[config.mk]
export PLATFORM = sky130hd
export DESIGN_NAME = utf8_char_pack_check
export DESIGN_NICKNAME = d
export VERILOG_FILES = /design/src/sv/u8pc_pkg.sv /design/src/sv/u8pc_in_reg.sv /design/src/sv/u8pc_core.sv /design/src/sv/u8pc_out_reg.sv /design/src/sv/utf8_char_pack_check.sv
export SDC_FILE = /design/constraint.sdc
export NUM_CORES = 1
export LEC_CHECK = 0
export BUFFER_PORTS_ARGS = -buffer_cell sky130_fd_sc_hd__buf_2
export CAP_MARGIN = 20
export CORE_ASPECT_RATIO = 1.75
export CORE_MARGIN = 4
export CORE_UTILIZATION = 50
export CTS_BUF_LIST = sky130_fd_sc_hd__clkbuf_2
export CTS_CLUSTER_SIZE = 20
export DETAILED_ROUTE_END_ITERATION = 16
export HOLD_SLACK_MARGIN = 0.1
export PLACE_DENSITY = 0.73
export SETUP_SLACK_MARGIN = 0.2
export SLEW_MARGIN = 20
export SYNTH_ARGS = -nofsm -noshare
export SYNTH_HDL_FRONTEND = slang
export SYNTH_SLANG_ARGS = --single-unit
[constraint.sdc]
create_clock -name clk -period 5.4 [get_ports clk]
set_clock_uncertainty 0.05 [all_clocks]
set_input_delay 1.08 -clock clk [delete_from_list [all_inputs] [get_ports clk]]
set_output_delay 1.08 -clock clk [all_outputs]
set_load 0.02 [all_outputs]
[src/sv/u8pc_pkg.sv]
// Shared types, constants and the lead-byte decoder of the UTF-8 packer.
`timescale 1ns / 1ps

package u8pc_pkg;

  // One incoming byte of a character.
  typedef struct packed {
    logic [7:0] byte_in;
    logic       last_byte;
  } u8pc_byte_t;

  // One finished character.
  typedef struct packed {
    logic [31:0] packed_rune;
    logic        length_error;
    logic        continuation_error;
    logic        overlong_error;
  } u8pc_rune_t;

  localparam logic [2:0]  COUNT_SAT   = 3'd5;
  localparam logic [31:0] MIN_TWO     = 32'h0000_C280;
  localparam logic [31:0] MIN_THREE   = 32'h00E0_A080;
  localparam logic [31:0] MIN_FOUR    = 32'hF090_8080;
  localparam logic [1:0]  CONT_TAG    = 2'b10;

  // Expected character length from the lead byte, 0 for an invalid lead.
  function automatic logic [2:0] lead_length(input logic [7:0] b);
    logic [2:0] len;
    len = 3'd0;
    if (b[7] == 1'b0) begin
      len = 3'd1;
    end else if (b[7:5] == 3'b110) begin
      len = 3'd2;
    end else if (b[7:4] == 4'b1110) begin
      len = 3'd3;
    end else if (b[7:3] == 5'b11110) begin
      len = 3'd4;
    end
    return len;
  endfunction

endpackage

[src/sv/u8pc_in_reg.sv]
// Input register stage of the UTF-8 packer.
`timescale 1ns / 1ps

module u8pc_in_reg
  import u8pc_pkg::*;
(
  input  logic       clk,
  input  logic       rst,
  input  logic       byte_valid,
  output logic       byte_stall,
  input  u8pc_byte_t byte_word,
  input  logic       advance,
  output logic       held_valid,
  output u8pc_byte_t held_word
);

  // Stage holds while full and the core cannot move on.
  assign byte_stall = held_valid && !advance;

  always_ff @(posedge clk) begin
    if (rst) begin
      held_valid <= 1'b0;
    end else if (!byte_stall) begin
      held_valid <= byte_valid;
    end
  end

  always_ff @(posedge clk) begin
    if (byte_valid && !byte_stall) begin
      held_word <= byte_word;
    end
  end

endmodule

[src/sv/u8pc_core.sv]
// Character state and result logic of the UTF-8 packer.
`timescale 1ns / 1ps

module u8pc_core
  import u8pc_pkg::*;
(
  input  logic       clk,
  input  logic       rst,
  input  logic       step,
  input  u8pc_byte_t cur,
  output logic       res_valid,
  output u8pc_rune_t res
);

  logic [31:0] acc;
  logic [2:0]  seen;
  logic [2:0]  expect_len;
  logic        bad;

  logic [31:0] acc_next;
  logic [2:0]  seen_next;
  logic [2:0]  expect_len_next;
  logic        bad_next;
  logic        first;

  always_comb begin
    first           = (seen == 3'd0);
    expect_len_next = first ? lead_length(cur.byte_in) : expect_len;
    acc_next        = first ? {24'd0, cur.byte_in} : {acc[23:0], cur.byte_in};
    bad_next        = first ? 1'b0 : (bad || (cur.byte_in[7:6] != CONT_TAG));
    seen_next       = (seen < COUNT_SAT) ? seen + 3'd1 : seen;

    res.packed_rune        = acc_next;
    res.length_error       = (seen_next != expect_len_next);
    res.continuation_error = bad_next;
    case (seen_next)
      3'd1:    res.overlong_error = 1'b0;
      3'd2:    res.overlong_error = (acc_next < MIN_TWO);
      3'd3:    res.overlong_error = (acc_next < MIN_THREE);
      default: res.overlong_error = (acc_next < MIN_FOUR);
    endcase
    res_valid = step && cur.last_byte;
  end

  always_ff @(posedge clk) begin
    if (rst) begin
      acc        <= '0;
      seen       <= '0;
      expect_len <= '0;
      bad        <= 1'b0;
    end else if (step) begin
      if (cur.last_byte) begin
        acc        <= '0;
        seen       <= '0;
        expect_len <= '0;
        bad        <= 1'b0;
      end else begin
        acc        <= acc_next;
        seen       <= seen_next;
        expect_len <= expect_len_next;
        bad        <= bad_next;
      end
    end
  end

endmodule

[src/sv/u8pc_out_reg.sv]
// Result register of the UTF-8 packer.
`timescale 1ns / 1ps

module u8pc_out_reg
  import u8pc_pkg::*;
(
  input  logic       clk,
  input  logic       rst,
  input  logic       res_valid,
  input  u8pc_rune_t res,
  output logic       advance,
  output logic       rune_valid,
  input  logic       rune_stall,
  output u8pc_rune_t rune_word
);

  // Free when empty or being drained this cycle.
  assign advance = !rune_valid || !rune_stall;

  always_ff @(posedge clk) begin
    if (rst) begin
      rune_valid <= 1'b0;
    end else if (advance) begin
      rune_valid <= res_valid;
    end
  end

  always_ff @(posedge clk) begin
    if (advance && res_valid) begin
      rune_word <= res;
    end
  end

endmodule

[src/sv/utf8_char_pack_check.sv]
// Top level of the UTF-8 character packer and checker.
`timescale 1ns / 1ps

// Channel  Direction  Handshake               Word
// byte     in         byte_valid/byte_stall   u8pc_byte_t  (byte_in, last_byte)
// rune     out        rune_valid/rune_stall   u8pc_rune_t  (packed_rune, 3 error flags)
//
// One byte is taken per cycle while rune_stall is low.
// The last byte of a character passes the input register, then
// the result register fed by the decode/pack logic in the core.
// Reset (rst, synchronous) empties both registers and clears the character state.
// While a rune waits under rune_stall the input register still takes one more
// byte; byte_stall rises only when both registers are full.

module utf8_char_pack_check
  import u8pc_pkg::*;
(
  input  logic       clk,
  input  logic       rst,
  input  logic       byte_valid,
  output logic       byte_stall,
  input  u8pc_byte_t byte_word,
  output logic       rune_valid,
  input  logic       rune_stall,
  output u8pc_rune_t rune_word
);

  logic       advance;     // result register can take a new entry
  logic       held_valid;  // input register holds a byte
  u8pc_byte_t held_word;
  logic       res_valid;   // core finishes a character this cycle
  u8pc_rune_t res;

  u8pc_in_reg u_in_reg (
    .clk        (clk),
    .rst        (rst),
    .byte_valid (byte_valid),
    .byte_stall (byte_stall),
    .byte_word  (byte_word),
    .advance    (advance),
    .held_valid (held_valid),
    .held_word  (held_word)
  );

  // The character state steps only when the held byte moves on, so a
  // stalled rune never sees its state change underneath.
  u8pc_core u_core (
    .clk       (clk),
    .rst       (rst),
    .step      (held_valid && advance),
    .cur       (held_word),
    .res_valid (res_valid),
    .res       (res)
  );

  u8pc_out_reg u_out_reg (
    .clk        (clk),
    .rst        (rst),
    .res_valid  (res_valid),
    .res        (res),
    .advance    (advance),
    .rune_valid (rune_valid),
    .rune_stall (rune_stall),
    .rune_word  (rune_word)
  );

endmodule

==> run metrics <==
CTS max path bufs 2; Starting Density between 50% and 60%; worst vdd ir 0.1953 mV; Post-Syn Nets around 280; antenna violations before repair 1; critical path endpoint category primary output; pre-CTS setup slack 2.681 ns; number of synthesized flops with an enable pin 44; num rows 37; TritonCTS clock tree yes; WL/cell 14.86 um; cell taking the most area after synthesis edfxtp_1; routability cong. ~0.85; multi-input logic area between 0.001 and 0.0015 mm2; clk root buf clkbuf_2; Slowest-stage cell, CP and3_1; Mapped Cells between 200 and 300; post-DP HPWL slightly above 4000 um; Die Height between 100 and 150 um; cell repeated most along the worst path buf_2; max-slew violation count 0; fraction of registers with async set/reset 0%; Final min period ~2.7 ns; Slew @ Worst Pin slightly above 0.8 ns; sequential area share after synthesis 63.85%; total CTS buffers 9; Max Freq ~370 MHz; vias post-DR around 2200; vias per cell 5.411; Detail Route Antenna Nets 0; global route overflow 0; run status finished, final reports clean; cell area after layout ~0.0035 mm2; FF/Latch Area between 0.0015 and 0.002 mm2; Hold WC Path Type flop to flop; period utilisation layout 49.40%; top cells by area, synth edfxtp_1 (43%), dfxtp_1 (21%), nor2_1 (5.3%); gr usage total about 18%; Setup CP Type primary input to primary output; DRC 0; Final nets 330; Arr. time, crit path approximately 1.5 ns; drt pass-1 iters 4; P per Cell Area around 290 mW/mm2; # setup viols final 0; critical path fanouts, max 3; Mean Syn Cell Area about 12 um2; first-pass GRT wire length ~10000 um; synthesized area around 0.0031 mm2; Setup TNS 0 ns; initial DRC count 153; Area Growth Syn to Fin 13.10%; relative slew slack roughly 45%; largest net degree at the start of global routing 45; Clock Latency Late Sink 0.52 ns; Clock transition at path regs between 0.15 and 0.2 ns; die extent in x approximately 68 um; crit start category primary input; CTS Hold Bufs 0; RSZ-0062 raised after global routing false; #FFs+latches synth 77; # resized after CTS 0; Final Routed Wirelength 5928 um; Ports 50; Final Hold Viols 0; dpl cell area 0.003402 mm2; core area around 0.006 mm2; commonest cells in the netlist edfxtp_1 (44), nor2_1 (44), dfxtp_1 (33), and2_1 (20), a22oi_1 (18); WHS 0.4297 ns; htree depth 3; Fill cells around 500; leak pwr 1.305 nW; Total Die Area between 0.007 and 0.008 mm2; Sink Count between 70 and 80; PortBufs 49; Post-CTS Setup Bufs 0; Max-Cap Viols 0; Yosys cell types 47; number of global-route vias before repair 2109; Crit path required time 4.27 ns; synth warn 0; prevailing post-synth register cell edfxtp_1; Final WS setup between 2 and 3 ns; layout cell share with drive strength beyond 1 24.69%; post-synth top area share 42.56%; CP Cell Sequence buf_2 -> and3_1 -> buf_2; Largest stage delay, worst path between 0.15 and 0.2 ns
==> metrics by stage <==
| step | util, % | instances | power (mW) |
|---|---|---|---|
| floorplan | - | 267 | 0.7013 |
| global placement | 56.97 | 382 | 0.7209 |
| detailed placement | 56.97 | 382 | 0.7225 |
| CTS | 58.75 | 398 | 1.012 |
| global route | 58.79 | 399 | 1.048 |
| finish | 58.79 | 399 | 1.005 |
==> sequential cells by signal, indices dropped and copies added, names as in the netlist <==
| register | count |
|---|---|
| u_core.expect_len | 3 |
| u_in_reg.held_valid | 1 |
| u_in_reg.held_word | 9 |
| u_core.acc | 24 |
| u_core.bad | 1 |
| u_core.seen | 3 |
| u_out_reg.rune_valid | 1 |
| u_out_reg.rune_word | 35 |
==> worst max-delay path: cells and delay by family <==
family                 cells  cell delay [ns]
buffers and inverters      2             0.26
AND/OR/NAND/NOR            1             0.19
==> layout by cell type (no fill, tap or decap), types with 9 or more instances in the layout <==
cell type	instances
buf_2	49
nor2_1	44
edfxtp_1	44
dfxtp_1	33
and2_1	20
a22oi_1	18
a21oi_1	17
clkbuf_2	11
nand2_1	9
nor3b_1	9
==> cell families after synthesis <==
group | after synthesis | synth area share (%)
and+or+nand+nor | 105 | 18.14
DFF | 77 | 63.85
AOI/OAI and AO/OA | 59 | 13.46
buffers and inverters | 21 | 2.902
xor gates and xnor gates | 3 | 0.8466
adders and majority gates | 2 | 0.8060
==> layer usage <==
layer	global-route usage [%]	share of wire (%)	vias to the layer above
met2	27.98	53	72
li1	-	-	1074
met1	19.22	38	995
met3	5.405	5.3	18
met5	0	0	-
met4	12.87	4.1	0
==> power breakdown <==
part	internal (mW)	switching [mW]	total (mW)
registers	0.635	0.0103	0.645
clock network	0.108	0.188	0.295
logic	0.0211	0.0429	0.0640
total	0.764	0.241	1.00
==> path summary, 6_finish.rpt <==
path	start	to	slack, ns	depth (start not counted)
min	u_in_reg.held_word[1]	u_out_reg.rune_word[3]	0.43	0
min reg2reg	u_in_reg.held_word[1]	u_out_reg.rune_word[3]	0.43	0
max reg2reg	u_core.seen[0]	u_out_reg.rune_word[0]	2.95	7
max	rune_stall	byte_stall	2.73	3
==> layout make-up <==
cell class	count	area share, %
diodes	1	0.07128
clock buffers	11	1.568
clock inverters	5	1.461
inverters	6	0.6415
multi-input cells	169	29.40
flip-flops and latches	77	56.45
well taps	78	2.780
repair buffers	52	7.627
No activity file was read; power rests on OpenSTA's default activity.
